--- config.mk ---
export PLATFORM = sky130hd
export DESIGN_NAME = running_mean_variance_flat
export DESIGN_NICKNAME = d
export VERILOG_FILES = /design/src/design/rmv_pkg.sv /design/src/design/rmv_if.sv /design/src/design/running_mean_variance.sv /design/src/design/rmv_divsqrt.sv /design/src/flat_wrapper.sv
export SDC_FILE = /design/constraint.sdc
export NUM_CORES = 2
export LEC_CHECK = 0
export BUFFER_PORTS_ARGS = -buffer_cell sky130_fd_sc_hd__buf_2
export CORE_MARGIN = 5
export CORE_UTILIZATION = 45
export DETAILED_ROUTE_END_ITERATION = 7
export HOLD_SLACK_MARGIN = 0.03
export PLACE_DENSITY_LB_ADDON = 0.12
export SLEW_MARGIN = 20
export SYNTH_ARGS = -nofsm -noshare
export SYNTH_HDL_FRONTEND = slang
export SYNTH_SLANG_ARGS = --single-unit
--- constraint.sdc ---
create_clock -name clk -period 20.7 [get_ports clk]
set_input_delay 0 -clock clk [delete_from_list [all_inputs] [get_ports clk]]
set_output_delay 0 -clock clk [all_outputs]
set_load 0.005 [all_outputs]
--- src/design/rmv_pkg.sv ---
// ----------------------------------------------------------------------------
// rmv_pkg: shared types and constants for the running mean and variance block
// Field widths, saturation limits, step counts of the shared divide and square
// root unit, and the operation struct that starts that unit.
// ----------------------------------------------------------------------------
package rmv_pkg;

  localparam int SAMPLE_WIDTH = 24;
  localparam int COUNT_WIDTH  = 16;
  localparam int VAR_WIDTH    = 49;
  localparam int STD_WIDTH    = 25;
  localparam int SUM_WIDTH    = 64;
  localparam int MAG_WIDTH    = SAMPLE_WIDTH + 1;
  localparam int PROD_WIDTH   = 2 * SAMPLE_WIDTH + 1;
  localparam int STEP_WIDTH   = 7;
  localparam int REM_WIDTH    = 26;
  localparam int SUB_WIDTH    = 28;

  localparam logic [COUNT_WIDTH-1:0] COUNT_CAP = 16'hFFFF;
  localparam logic [VAR_WIDTH-1:0]   VAR_MAX   = {VAR_WIDTH{1'b1}};

  localparam logic MODE_DIV  = 1'b0;
  localparam logic MODE_SQRT = 1'b1;

  localparam logic [STEP_WIDTH-1:0] MEAN_DIV_STEPS = 7'd25;
  localparam logic [STEP_WIDTH-1:0] VAR_DIV_STEPS  = 7'd64;
  localparam logic [STEP_WIDTH-1:0] SQRT_STEPS     = 7'd25;

  typedef struct packed {
    logic                  start;
    logic                  mode;
    logic [STEP_WIDTH-1:0] steps;
  } rmv_op_t;

endpackage

--- src/design/rmv_if.sv ---
// ----------------------------------------------------------------------------
// rmv_if: valid/ready channels of the running mean and variance block
// One interface carries sample words in, the other carries statistics words
// out. A word moves at a rising edge where valid and ready are both high.
// ----------------------------------------------------------------------------
interface rmv_in_if;
  import rmv_pkg::*;

  logic                           valid;
  logic                           ready;
  logic signed [SAMPLE_WIDTH-1:0] sample;
  logic                           start_new;

  modport source (output valid, output sample, output start_new, input ready);
  modport sink (input valid, input sample, input start_new, output ready);
endinterface

interface rmv_out_if;
  import rmv_pkg::*;

  logic                           valid;
  logic                           ready;
  logic [COUNT_WIDTH-1:0]         sample_count;
  logic signed [SAMPLE_WIDTH-1:0] mean;
  logic [VAR_WIDTH-1:0]           variance;
  logic [STD_WIDTH-1:0]           std_dev;
  logic signed [SAMPLE_WIDTH-1:0] minimum;
  logic signed [SAMPLE_WIDTH-1:0] maximum;
  logic                           dropped;

  modport source (output valid, output sample_count, output mean, output variance,
                  output std_dev, output minimum, output maximum, output dropped,
                  input ready);
  modport sink (input valid, input sample_count, input mean, input variance,
                input std_dev, input minimum, input maximum, input dropped,
                output ready);
endinterface

--- src/design/running_mean_variance.sv ---
// ----------------------------------------------------------------------------
// running_mean_variance: running count, mean, variance, deviation, min, max
// Welford update of mean and squared-deviation sum per sample, with the
// divides and the square root done on one shared iterative unit.
// ----------------------------------------------------------------------------
//  Channel | Direction | Word contents
//  --------+-----------+---------------------------------------------------
//  samples | in        | sample, start_new
//  stats   | out       | sample_count, mean, variance, std_dev, minimum,
//          |           | maximum, dropped
//
// A sample that extends a set runs through the mean divide, the variance
// divide and the square root on the shared unit in that order, with
// sequencing states between them, before its statistics word is loaded.
// The first sample of a set and a dropped sample skip the shared unit.
// Synchronous reset clears the statistics and empties the output register.
// A stalled output holds the next sample off only once its word is ready.
// ----------------------------------------------------------------------------
module running_mean_variance (
  input  logic clk,
  input  logic rst,
  rmv_in_if.sink    samples,
  rmv_out_if.source stats
);
  import rmv_pkg::*;

  localparam logic [3:0] S_IDLE      = 4'd0;
  localparam logic [3:0] S_MEAN_GO   = 4'd1;
  localparam logic [3:0] S_MEAN_WAIT = 4'd2;
  localparam logic [3:0] S_DEV       = 4'd3;
  localparam logic [3:0] S_MUL       = 4'd4;
  localparam logic [3:0] S_ACC       = 4'd5;
  localparam logic [3:0] S_VAR_GO    = 4'd6;
  localparam logic [3:0] S_VAR_WAIT  = 4'd7;
  localparam logic [3:0] S_SQRT_GO   = 4'd8;
  localparam logic [3:0] S_SQRT_WAIT = 4'd9;
  localparam logic [3:0] S_EMIT      = 4'd10;

  logic [3:0]                     state;
  logic [COUNT_WIDTH-1:0]         count;
  logic signed [SAMPLE_WIDTH-1:0] mean;
  logic [SUM_WIDTH-1:0]           sum;
  logic signed [SAMPLE_WIDTH-1:0] min_v;
  logic signed [SAMPLE_WIDTH-1:0] max_v;
  logic signed [SAMPLE_WIDTH-1:0] x;
  logic [MAG_WIDTH-1:0]           a_mag;
  logic                           d_neg;
  logic [MAG_WIDTH-1:0]           b_mag;
  logic [PROD_WIDTH-1:0]          prod;
  logic [VAR_WIDTH-1:0]           var_v;
  logic [STD_WIDTH-1:0]           std_v;
  logic                           drop_v;

  logic                           accept;
  logic [COUNT_WIDTH-1:0]         cnt_eff;
  logic signed [MAG_WIDTH-1:0]    delta;
  logic signed [MAG_WIDTH-1:0]    dev;
  logic signed [MAG_WIDTH:0]      q_s;
  logic signed [MAG_WIDTH:0]      mean_sum;
  logic [SUM_WIDTH:0]             sum_add;
  logic                           emit_load;

  rmv_op_t                        op;
  logic [SUM_WIDTH-1:0]           operand;
  logic [COUNT_WIDTH-1:0]         divisor;
  logic                           unit_done;
  logic [SUM_WIDTH-1:0]           quotient;
  logic [STD_WIDTH-1:0]           root;

  assign samples.ready = (state == S_IDLE) && !rst;
  assign accept        = samples.valid && samples.ready;
  assign cnt_eff       = samples.start_new ? '0 : count;
  assign emit_load     = (state == S_EMIT) && (!stats.valid || stats.ready);

  always_comb begin
    delta    = MAG_WIDTH'(samples.sample) - MAG_WIDTH'(mean);
    dev      = MAG_WIDTH'(x) - MAG_WIDTH'(mean);
    q_s      = d_neg ? -$signed({1'b0, quotient[MAG_WIDTH-1:0]})
                     : $signed({1'b0, quotient[MAG_WIDTH-1:0]});
    mean_sum = (MAG_WIDTH+1)'(mean) + q_s;
    sum_add  = {1'b0, sum} + {{(SUM_WIDTH+1-PROD_WIDTH){1'b0}}, prod};
  end

  always_comb begin
    op.start = 1'b0;
    op.mode  = MODE_DIV;
    op.steps = MEAN_DIV_STEPS;
    operand  = {a_mag, {(SUM_WIDTH-MAG_WIDTH){1'b0}}};
    divisor  = count;
    unique case (state)
      S_MEAN_GO: begin
        op.start = 1'b1;
      end
      S_VAR_GO: begin
        op.start = 1'b1;
        op.steps = VAR_DIV_STEPS;
        operand  = sum;
        divisor  = count - COUNT_WIDTH'(1);
      end
      S_SQRT_GO: begin
        op.start = 1'b1;
        op.mode  = MODE_SQRT;
        op.steps = SQRT_STEPS;
        operand  = {1'b0, var_v, {(SUM_WIDTH-VAR_WIDTH-1){1'b0}}};
      end
      default: begin
      end
    endcase
  end

  rmv_divsqrt u_divsqrt (
    .clk      (clk),
    .rst      (rst),
    .op       (op),
    .operand  (operand),
    .divisor  (divisor),
    .done     (unit_done),
    .quotient (quotient),
    .root     (root)
  );

  always_ff @(posedge clk) begin
    if (rst) begin
      state <= S_IDLE;
      count <= '0;
      mean  <= '0;
      sum   <= '0;
      min_v <= '0;
      max_v <= '0;
    end else begin
      unique case (state)
        S_IDLE: begin
          if (accept) begin
            if (cnt_eff == COUNT_CAP) begin
              state <= S_EMIT;
            end else if (cnt_eff == '0) begin
              count <= COUNT_WIDTH'(1);
              mean  <= samples.sample;
              sum   <= '0;
              min_v <= samples.sample;
              max_v <= samples.sample;
              state <= S_EMIT;
            end else begin
              count <= count + COUNT_WIDTH'(1);
              if (samples.sample < min_v) begin
                min_v <= samples.sample;
              end
              if (samples.sample > max_v) begin
                max_v <= samples.sample;
              end
              state <= S_MEAN_GO;
            end
          end
        end
        S_MEAN_GO: begin
          state <= S_MEAN_WAIT;
        end
        S_MEAN_WAIT: begin
          if (unit_done) begin
            mean  <= mean_sum[SAMPLE_WIDTH-1:0];
            state <= S_DEV;
          end
        end
        S_DEV: begin
          state <= S_MUL;
        end
        S_MUL: begin
          state <= S_ACC;
        end
        S_ACC: begin
          sum   <= sum_add[SUM_WIDTH] ? {SUM_WIDTH{1'b1}} : sum_add[SUM_WIDTH-1:0];
          state <= S_VAR_GO;
        end
        S_VAR_GO: begin
          state <= S_VAR_WAIT;
        end
        S_VAR_WAIT: begin
          if (unit_done) begin
            state <= S_SQRT_GO;
          end
        end
        S_SQRT_GO: begin
          state <= S_SQRT_WAIT;
        end
        S_SQRT_WAIT: begin
          if (unit_done) begin
            state <= S_EMIT;
          end
        end
        S_EMIT: begin
          if (emit_load) begin
            state <= S_IDLE;
          end
        end
        default: begin
          state <= S_IDLE;
        end
      endcase
    end
  end

  always_ff @(posedge clk) begin
    if (accept) begin
      x      <= samples.sample;
      a_mag  <= delta[MAG_WIDTH-1] ? -delta : delta;
      d_neg  <= delta[MAG_WIDTH-1];
      drop_v <= (cnt_eff == COUNT_CAP);
      if (cnt_eff == '0) begin
        var_v <= '0;
        std_v <= '0;
      end
    end
    if (state == S_DEV) begin
      b_mag <= dev[MAG_WIDTH-1] ? -dev : dev;
    end
    if (state == S_MUL) begin
      prod <= PROD_WIDTH'(a_mag * b_mag);
    end
    if (state == S_VAR_WAIT && unit_done) begin
      var_v <= (|quotient[SUM_WIDTH-1:VAR_WIDTH]) ? VAR_MAX : quotient[VAR_WIDTH-1:0];
    end
    if (state == S_SQRT_WAIT && unit_done) begin
      std_v <= root;
    end
  end

  always_ff @(posedge clk) begin
    if (rst) begin
      stats.valid <= 1'b0;
    end else if (emit_load) begin
      stats.valid <= 1'b1;
    end else if (stats.ready) begin
      stats.valid <= 1'b0;
    end
  end

  always_ff @(posedge clk) begin
    if (emit_load) begin
      stats.sample_count <= count;
      stats.mean         <= mean;
      stats.variance     <= var_v;
      stats.std_dev      <= std_v;
      stats.minimum      <= min_v;
      stats.maximum      <= max_v;
      stats.dropped      <= drop_v;
    end
  end

endmodule

--- src/design/rmv_divsqrt.sv ---
// ----------------------------------------------------------------------------
// rmv_divsqrt: shared iterative divide and square root unit
// One compare-subtract datapath serves both a restoring divider (one quotient
// bit per cycle) and a digit-by-digit square root (one root bit per cycle).
// ----------------------------------------------------------------------------
module rmv_divsqrt (
  input  logic                               clk,
  input  logic                               rst,
  input  rmv_pkg::rmv_op_t                   op,
  input  logic [rmv_pkg::SUM_WIDTH-1:0]      operand,
  input  logic [rmv_pkg::COUNT_WIDTH-1:0]    divisor,
  output logic                               done,
  output logic [rmv_pkg::SUM_WIDTH-1:0]      quotient,
  output logic [rmv_pkg::STD_WIDTH-1:0]      root
);
  import rmv_pkg::*;

  logic                   busy;
  logic [STEP_WIDTH-1:0]  steps_left;
  logic                   mode;
  logic [SUM_WIDTH-1:0]   dq;
  logic [REM_WIDTH-1:0]   rem;
  logic [COUNT_WIDTH-1:0] dvs;
  logic [STD_WIDTH-1:0]   rt;
  logic [SUB_WIDTH-1:0]   sub_a;
  logic [SUB_WIDTH-1:0]   sub_b;
  logic [SUB_WIDTH:0]     diff;
  logic                   ge;

  always_comb begin
    if (mode == MODE_SQRT) begin
      sub_a = {rem, dq[SUM_WIDTH-1 -: 2]};
      sub_b = {1'b0, rt, 2'b01};
    end else begin
      sub_a = {{(SUB_WIDTH-COUNT_WIDTH-1){1'b0}}, rem[COUNT_WIDTH-1:0], dq[SUM_WIDTH-1]};
      sub_b = {{(SUB_WIDTH-COUNT_WIDTH){1'b0}}, dvs};
    end
    diff = {1'b0, sub_a} - {1'b0, sub_b};
    ge   = ~diff[SUB_WIDTH];
  end

  always_ff @(posedge clk) begin
    if (rst) begin
      busy <= 1'b0;
      done <= 1'b0;
    end else begin
      done <= 1'b0;
      if (op.start) begin
        busy <= 1'b1;
      end else if (busy && steps_left == STEP_WIDTH'(1)) begin
        busy <= 1'b0;
        done <= 1'b1;
      end
    end
  end

  always_ff @(posedge clk) begin
    if (op.start) begin
      steps_left <= op.steps;
      mode       <= op.mode;
      dq         <= operand;
      dvs        <= divisor;
      rem        <= '0;
      rt         <= '0;
    end else if (busy) begin
      steps_left <= steps_left - STEP_WIDTH'(1);
      rem        <= ge ? diff[REM_WIDTH-1:0] : sub_a[REM_WIDTH-1:0];
      if (mode == MODE_SQRT) begin
        dq <= {dq[SUM_WIDTH-3:0], 2'b00};
        rt <= {rt[STD_WIDTH-2:0], ge};
      end else begin
        dq <= {dq[SUM_WIDTH-2:0], ge};
      end
    end
  end

  assign quotient = dq;
  assign root     = rt;

endmodule

--- src/flat_wrapper.sv ---
// flat-port wrapper written by rule: the top's interface ports become plain ports
module running_mean_variance_flat import rmv_pkg::*;
  (clk, rst, samples_valid, samples_sample, samples_start_new, samples_ready, stats_valid, stats_sample_count, stats_mean, stats_variance, stats_std_dev, stats_minimum, stats_maximum, stats_dropped, stats_ready);
  rmv_in_if samples_i ();
  rmv_out_if stats_i ();
  input  logic clk;
  input  logic rst;
  input wire logic [$bits(samples_i.valid)-1:0] samples_valid;
  input wire logic [$bits(samples_i.sample)-1:0] samples_sample;
  input wire logic [$bits(samples_i.start_new)-1:0] samples_start_new;
  output wire logic [$bits(samples_i.ready)-1:0] samples_ready;
  output wire logic [$bits(stats_i.valid)-1:0] stats_valid;
  output wire logic [$bits(stats_i.sample_count)-1:0] stats_sample_count;
  output wire logic [$bits(stats_i.mean)-1:0] stats_mean;
  output wire logic [$bits(stats_i.variance)-1:0] stats_variance;
  output wire logic [$bits(stats_i.std_dev)-1:0] stats_std_dev;
  output wire logic [$bits(stats_i.minimum)-1:0] stats_minimum;
  output wire logic [$bits(stats_i.maximum)-1:0] stats_maximum;
  output wire logic [$bits(stats_i.dropped)-1:0] stats_dropped;
  input wire logic [$bits(stats_i.ready)-1:0] stats_ready;
  assign samples_i.valid = samples_valid;
  assign samples_i.sample = samples_sample;
  assign samples_i.start_new = samples_start_new;
  assign samples_ready = samples_i.ready;
  assign stats_valid = stats_i.valid;
  assign stats_sample_count = stats_i.sample_count;
  assign stats_mean = stats_i.mean;
  assign stats_variance = stats_i.variance;
  assign stats_std_dev = stats_i.std_dev;
  assign stats_minimum = stats_i.minimum;
  assign stats_maximum = stats_i.maximum;
  assign stats_dropped = stats_i.dropped;
  assign stats_i.ready = stats_ready;
  running_mean_variance u_core (.clk(clk), .rst(rst), .samples(samples_i), .stats(stats_i));
endmodule
Word-level counts from Yosys, hierarchy flattened
Cells that the tools add are included.
{ "op_classes": {"n_addsub": 11, "n_reduce_logical": 34, "n_bitwise": 2, "order_cmp": 2, "n_mul": 1, "eq_ne": 19, "muxes": 52} }
{ "ops": {"columns": ["op", "n"], "rows": [
  ["$mux 64", 7],
  ["$mux 24", 11],
  ["$pmux 64 s2", 2],
  ["$mux 49", 4],
  ["$mux 25", 3],
  ["$add 64x49->65", 1],
  ["$neg 25->25", 2],
  ["$sub 24x24->25", 2],
  ["$mul 25x25->49", 1],
  ["$mux 16", 3],
  ["$pmux 24 s2", 1],
  ["$pmux 4 s11", 1],
  ["$sub 28x28->29", 1],
  ["$mux 28", 1],
  ["$mux 4", 7],
  ["$mux 27", 1],
  ["$mux 26", 1],
  ["$add 24x24->24", 1],
  ["$gt 24x24->1", 1],
  ["$lt 24x24->1", 1],
  ["$neg 24->24", 1],
  ["$reduce_bool 2->1", 11],
  ["$mux 7", 3],
  ["$add 16x1->16 const B", 1],
  ["other kinds (24)", 53]
]} }
{ "word_totals": {"in_bits": 29, "ff_bits": 660, "elab_cells": 153, "out_inout_bits": 165} }

Longest topological paths before layout
{ "depth": {"depth_word": 6, "depth_mapped": 28, "ltp_nobuf": 27} }

Modules after synthesis
From an unflattened synthesis, not the netlist that was laid out.
{ "hier_totals": {"cells_unflattened": 5821, "hier_area_um2": 56191.4} }
{ "by_module_without_submodules": {"columns": ["module", "cells_per_inst", "seq_area_each_um2", "n_inst", "area_each_um2"], "rows": [
  ["running_mean_variance", 4996, 14013.4, 1, 48138.7],
  ["rmv_divsqrt", 825, 3703.6, 1, 8052.7]
]} }

Worst setup path after synthesis
Ideal clock, no wire load.
{ "synth_timing": {"path_kind": "register -> register", "from": "register u_core.b_mag[4]", "to": "register u_core.prod[48] (data pin)", "n_path_buf": 1, "path_stages_with_launch": 28, "setup_ns": 0.266, "t_required_ns": 20.434, "path_slack_ns": 13.548, "arrival_time_ns": 6.886, "cell_sequence": "edfxtp_1 clkbuf_1 nand2_1 fa_1 inv_1 fa_1 inv_1 fa_1 inv_1 fa_1 inv_1 fa_1 inv_1 fa_1 inv_1 fa_1 inv_1 ha_1 and3_1 o211ai_1 o41ai_2 a31oi_1 o41ai_1 and2_1 a21oi_1 a21oi_1 o41ai_1 xnor2_1"} }
{ "synth_via": {"elab_chain_len": 1} }
{ "synth_rtl": {"columns": ["element", "line", "rtl"], "rows": [
  ["from (decl)", "running_mean_variance.sv:48", "logic [MAG_WIDTH-1:0] b_mag;"],
  ["from (signal assigned)", "running_mean_variance.sv:214", "b_mag <= dev[MAG_WIDTH-1] ? -dev : dev;"],
  ["$mul 25x25->49", "running_mean_variance.sv:217", "prod <= PROD_WIDTH'(a_mag * b_mag);"],
  ["to (signal assigned)", "running_mean_variance.sv:217", null],
  ["to (decl)", "running_mean_variance.sv:49", "logic [PROD_WIDTH-1:0] prod;"]
]} }
Every way passes these cells.
A chain may end at the register's enable or synchronous reset.

Worst setup path in the final report
{ "layout_timing": {"from": "register u_core.b_mag[2]", "to": "register u_core.prod[44] (data pin)"} }
The elaborated chain is that of the path after synthesis.

==> load_flow_metrics.sql <==
INSERT INTO impl_metrics (metric_group, metric, value, unit) VALUES
('placed_design', 'hpwl_after_detailed_placement', '117000', 'um'),
('placed_design', 'post_placement_cell_count', '7285', ''),
('sta', 'max_slew.worst_pin.slew', '1170', 'ps'),
('critical_path', 'worstSetupEndpoint', 'u_core.prod[44]', ''),
('sta', 'maxSlewViolCount', '0', ''),
('sta', 'max_freq', '119', 'MHz'),
('clocking', 'cts_repair_resize_count', '0', ''),
('die', 'floorplan.die_area', '0.130', 'mm^2'),
('logic_synthesis', 'synth_seq_cells', '660', ''),
('critical_path', 'regToRegSetupSlack', '12290', 'ps'),
('placed_design', 'io_buf_count', '193', ''),
('cells_and_area', 'multi_input_area', '0.0338', 'mm^2'),
('sta', 'worst_slew_margin', '21.7', '%'),
('logic_synthesis', 'synth-simple-area-share', '14.5', '%'),
('critical_path', 'timing.critical_path.slowest_cell_delay', '920', 'ps'),
('critical_path', 'crit_path_start_kind', 'flip-flop', ''),
('sta', 'rsz0062_at_grt', 'no', ''),
('drt', 'detailedRoute.firstPassIterationCount', '6', ''),
('drt', 'vias_per_cell', '5.52', ''),
('sta', 'hold_viol_final', '0', ''),
('critical_path', 'cp_data_required_time', '21070', 'ps'),
('sta', 'report.final.setup_viol', '0', ''),
('logic_synthesis', 'largest_family_of_logic_cells_by_synthesized_area', 'adder cells', ''),
('critical_path', 'crit_path_end_kind', 'flip-flop', ''),
('drt', 'final_antenna_net_count', '0', ''),
('critical_path', 'reg2reg_depth', '25', ''),
('critical_path', 'rr_startpoint', 'u_core.b_mag[2]', ''),
('global_route', 'gr-usage-all-layers', '24.1', '%'),
('global_route', 'grt_antenna_before_repair', '9', ''),
('cells_and_area', 'total_nets_final', '6707', ''),
('cells_and_area', 'seq_area', '0.0177', 'mm^2'),
('min_path', 'min-delay-path-class', 'primary input to flip-flop', ''),
('critical_path', 'worstReg2RegEnd', 'u_core.prod[44]', ''),
('critical_path', 'critical_path.slowest_cell', 'sky130_fd_sc_hd__edfxtp_1', ''),
('critical_path', 'crit_buf_inv', '6', ''),
('critical_path', 'critical_path_cell_count', '25', ''),
('clocking', 'cts.clk_slew.worst_paths', '70', 'ps'),
('clocking', 'postCtsSetupBuffers', '0', ''),
('cells_and_area', 'count_of_placed_standard_cells_in_the_final_layout_fillers_left_out', '7453', ''),
('drt', 'dr.first_iter.drc_count', '3241', ''),
('cells_and_area', 'most_frequent_cells_in_the_layout', '727 x sky130_fd_sc_hd__inv_1, 589 x sky130_fd_sc_hd__nand2_1, 530 x sky130_fd_sc_hd__fa_1, 450 x sky130_fd_sc_hd__edfxtp_1, 381 x sky130_fd_sc_hd__ha_1', ''),
('logic_synthesis', 'synth_adder_area_share', '27.8', '%'),
('outcome', 'status', 'finished clean', ''),
('logic_synthesis', 'synthCells', '5668', ''),
('critical_path', 'cp_common_cell', 'sky130_fd_sc_hd__fa_1', ''),
('critical_path', 'critical_path_peak_fanout', '25', ''),
('global_route', 'grt_max_degree', '97', ''),
('drt', 'routed_wl', '158000', 'um'),
('critical_path', 'cp-startpoint', 'u_core.b_mag[2]', ''),
('logic_synthesis', 'ys_dominant_reg_cell', 'sky130_fd_sc_hd__edfxtp_1', ''),
('logic_synthesis', 'avgSynthCellArea', '9.74', 'um^2'),
('logic_synthesis', 'xor_and_xnor_area_share_after_synthesis', '4.26', '%'),
('cells_and_area', 'mostFrequentLayoutCell', 'sky130_fd_sc_hd__inv_1', ''),
('die', 'io_pins', '194', ''),
('clocking', 'tritoncts_num_sinks', '660', ''),
('logic_synthesis', 'yosysUniqueCellTypes', '89', ''),
('logic_synthesis', 'synth_compound_gate_area_share', '11.7', '%'),
('sta', 'timing.setup.tns', '0', 'ps'),
('drt', 'route.detailed.drc', '0', ''),
('logic_synthesis', 'synthDominantCellAreaShare', '24.5', '%'),
('logic_synthesis', 'synthesis.area', '0.0552', 'mm^2'),
('drt', 'post_drt_wl_per_cell', '21.2', 'um'),
('sta', 'final.period_utilization', '40.6', '%'),
('sta', 'finalClockSkew', '28.6', 'ps'),
('die', 'dieHeight', '360', 'um'),
('flow_run', 'cap_viol_max_count', '0', ''),
('critical_path', 'critPathTopFamily', 'adder cells', ''),
('global_route', 'grt_pass1_wl', '245000', 'um'),
('die', 'initial_core_util', '45.3', '%'),
('clocking', 'clock_path_buffers', '3', ''),
('global_route', 'grt_pass1_vias', '40900', '');
## worst register-to-register path, cell delays in order, from the launching register on
cell                       delay, ps
sky130_fd_sc_hd__edfxtp_1        920
sky130_fd_sc_hd__and2_1          270
sky130_fd_sc_hd__fa_1            450
sky130_fd_sc_hd__fa_1            570
sky130_fd_sc_hd__inv_1            60
sky130_fd_sc_hd__fa_1            540
sky130_fd_sc_hd__inv_1            50
sky130_fd_sc_hd__fa_1            500
sky130_fd_sc_hd__inv_1            50
sky130_fd_sc_hd__fa_1            530
sky130_fd_sc_hd__inv_1            50
sky130_fd_sc_hd__fa_1            500
sky130_fd_sc_hd__inv_1            60
sky130_fd_sc_hd__fa_1            480
sky130_fd_sc_hd__inv_1            40
sky130_fd_sc_hd__ha_1            340
sky130_fd_sc_hd__and3_1          220
sky130_fd_sc_hd__o211ai_1        140
sky130_fd_sc_hd__o41ai_2         770
sky130_fd_sc_hd__a31oi_1         280
sky130_fd_sc_hd__o41ai_1         520
sky130_fd_sc_hd__and2_1          230
sky130_fd_sc_hd__a21oi_1         110
sky130_fd_sc_hd__a21oi_1         210
sky130_fd_sc_hd__a21oi_1         110
sky130_fd_sc_hd__xnor2_1         130
## worst min path at each step
| stage | from | to | slack (ps) | depth (start not counted) |
|---|---|---|---|---|
| after global placement | samples_sample[0] | u_core.x[0] | 290 | 1 |
| after floorplan | samples_sample[0] | u_core.x[0] | 100 | 0 |
| after CTS | samples_sample[0] | u_core.x[0] | 170 | 2 |
| final | samples_sample[0] | u_core.x[0] | 190 | 2 |
| after global routing | samples_sample[0] | u_core.x[0] | 190 | 2 |
| after detailed placement | samples_sample[0] | u_core.x[0] | 290 | 1 |
## metrics by stage
stage | area (um^2) | hold slack (ps) | util [%] | setup WS (ps)
CTS | 60600 | 167 | 49.7 | 12360
global route | 60700 | 187 | 49.8 | 11920
global placement | 57800 | 294 | 47.4 | 12540
floorplan | 55200 | 98.9 | - | 13550
detailed placement | 57800 | 288 | 47.4 | 12420
finish | 60700 | 195 | 49.8 | 12290
## routing by layer
layer	share of wire [%]	track usage, %
met5	0.0082	0
met4	2.8	5.99
met3	5.6	3.03
met2	47	39.9
met1	45	33.8
## registers in the layout, summed over array words and instances (netlist names), 24 cells and up
register / count
u_core.a_mag: 25
u_core.b_mag: 25
u_core.max_v: 24
u_core.mean: 24
u_core.min_v: 24
u_core.prod: 49
u_core.stats.maximum: 24
u_core.stats.mean: 24
u_core.stats.minimum: 24
u_core.stats.std_dev: 25
u_core.stats.variance: 49
u_core.std_v: 25
u_core.sum: 64
u_core.u_divsqrt.quotient: 64
u_core.u_divsqrt.rem: 26
u_core.u_divsqrt.root: 25
u_core.var_v: 49
u_core.x: 24
## area by class of cell
class	count	area share [%]
Antenna cell	1	0.00412
Clock buffer	92	3.31
Clock inverter	43	0.841
Inverter	730	4.52
Multi-Input combinational cell	4003	55.7
Sequential cell	660	29.2
Tap cell	1625	3.35
Timing Repair Buffer	299	3.11
## synth_stat cells, drive strengths merged, types with 15 or more instances
library cell  instances
inv                 730
nand2               590
fa                  530
edfxtp              450
and2                381
ha                  381
nor2                339
a21oi               323
clkbuf              248
o21ai               226
dfxtp               210
xnor2               169
mux2i               133
xor2                 99
a21o                 97
a211oi               59
nand3                59
nor3                 53
nand4                46
nand2b               43
a22oi                42
a311oi               39
a31oi                37
and3                 32
o21a                 30
nor2b                29
buf                  27
o211ai               22
nor4                 20
o21bai               20
o31ai                20
a221oi               16
or3                  16
mux2                 15
## cells by family (layout without fill, tap and decap cells)
kind of cell	after synthesis	after routing
and+or+nand+nor	1656	1656
AOI/OAI and AO/OA	1020	1020
buffers and inverters	1005	1164
adders and majority gates	911	911
DFF	660	660
xor gates and xnor gates	268	268
muxes	148	148
other	0	1
Power is left out: the tool's default activity adds up to more than one toggle a clock period on the data nets, which glitch-free logic cannot reach.
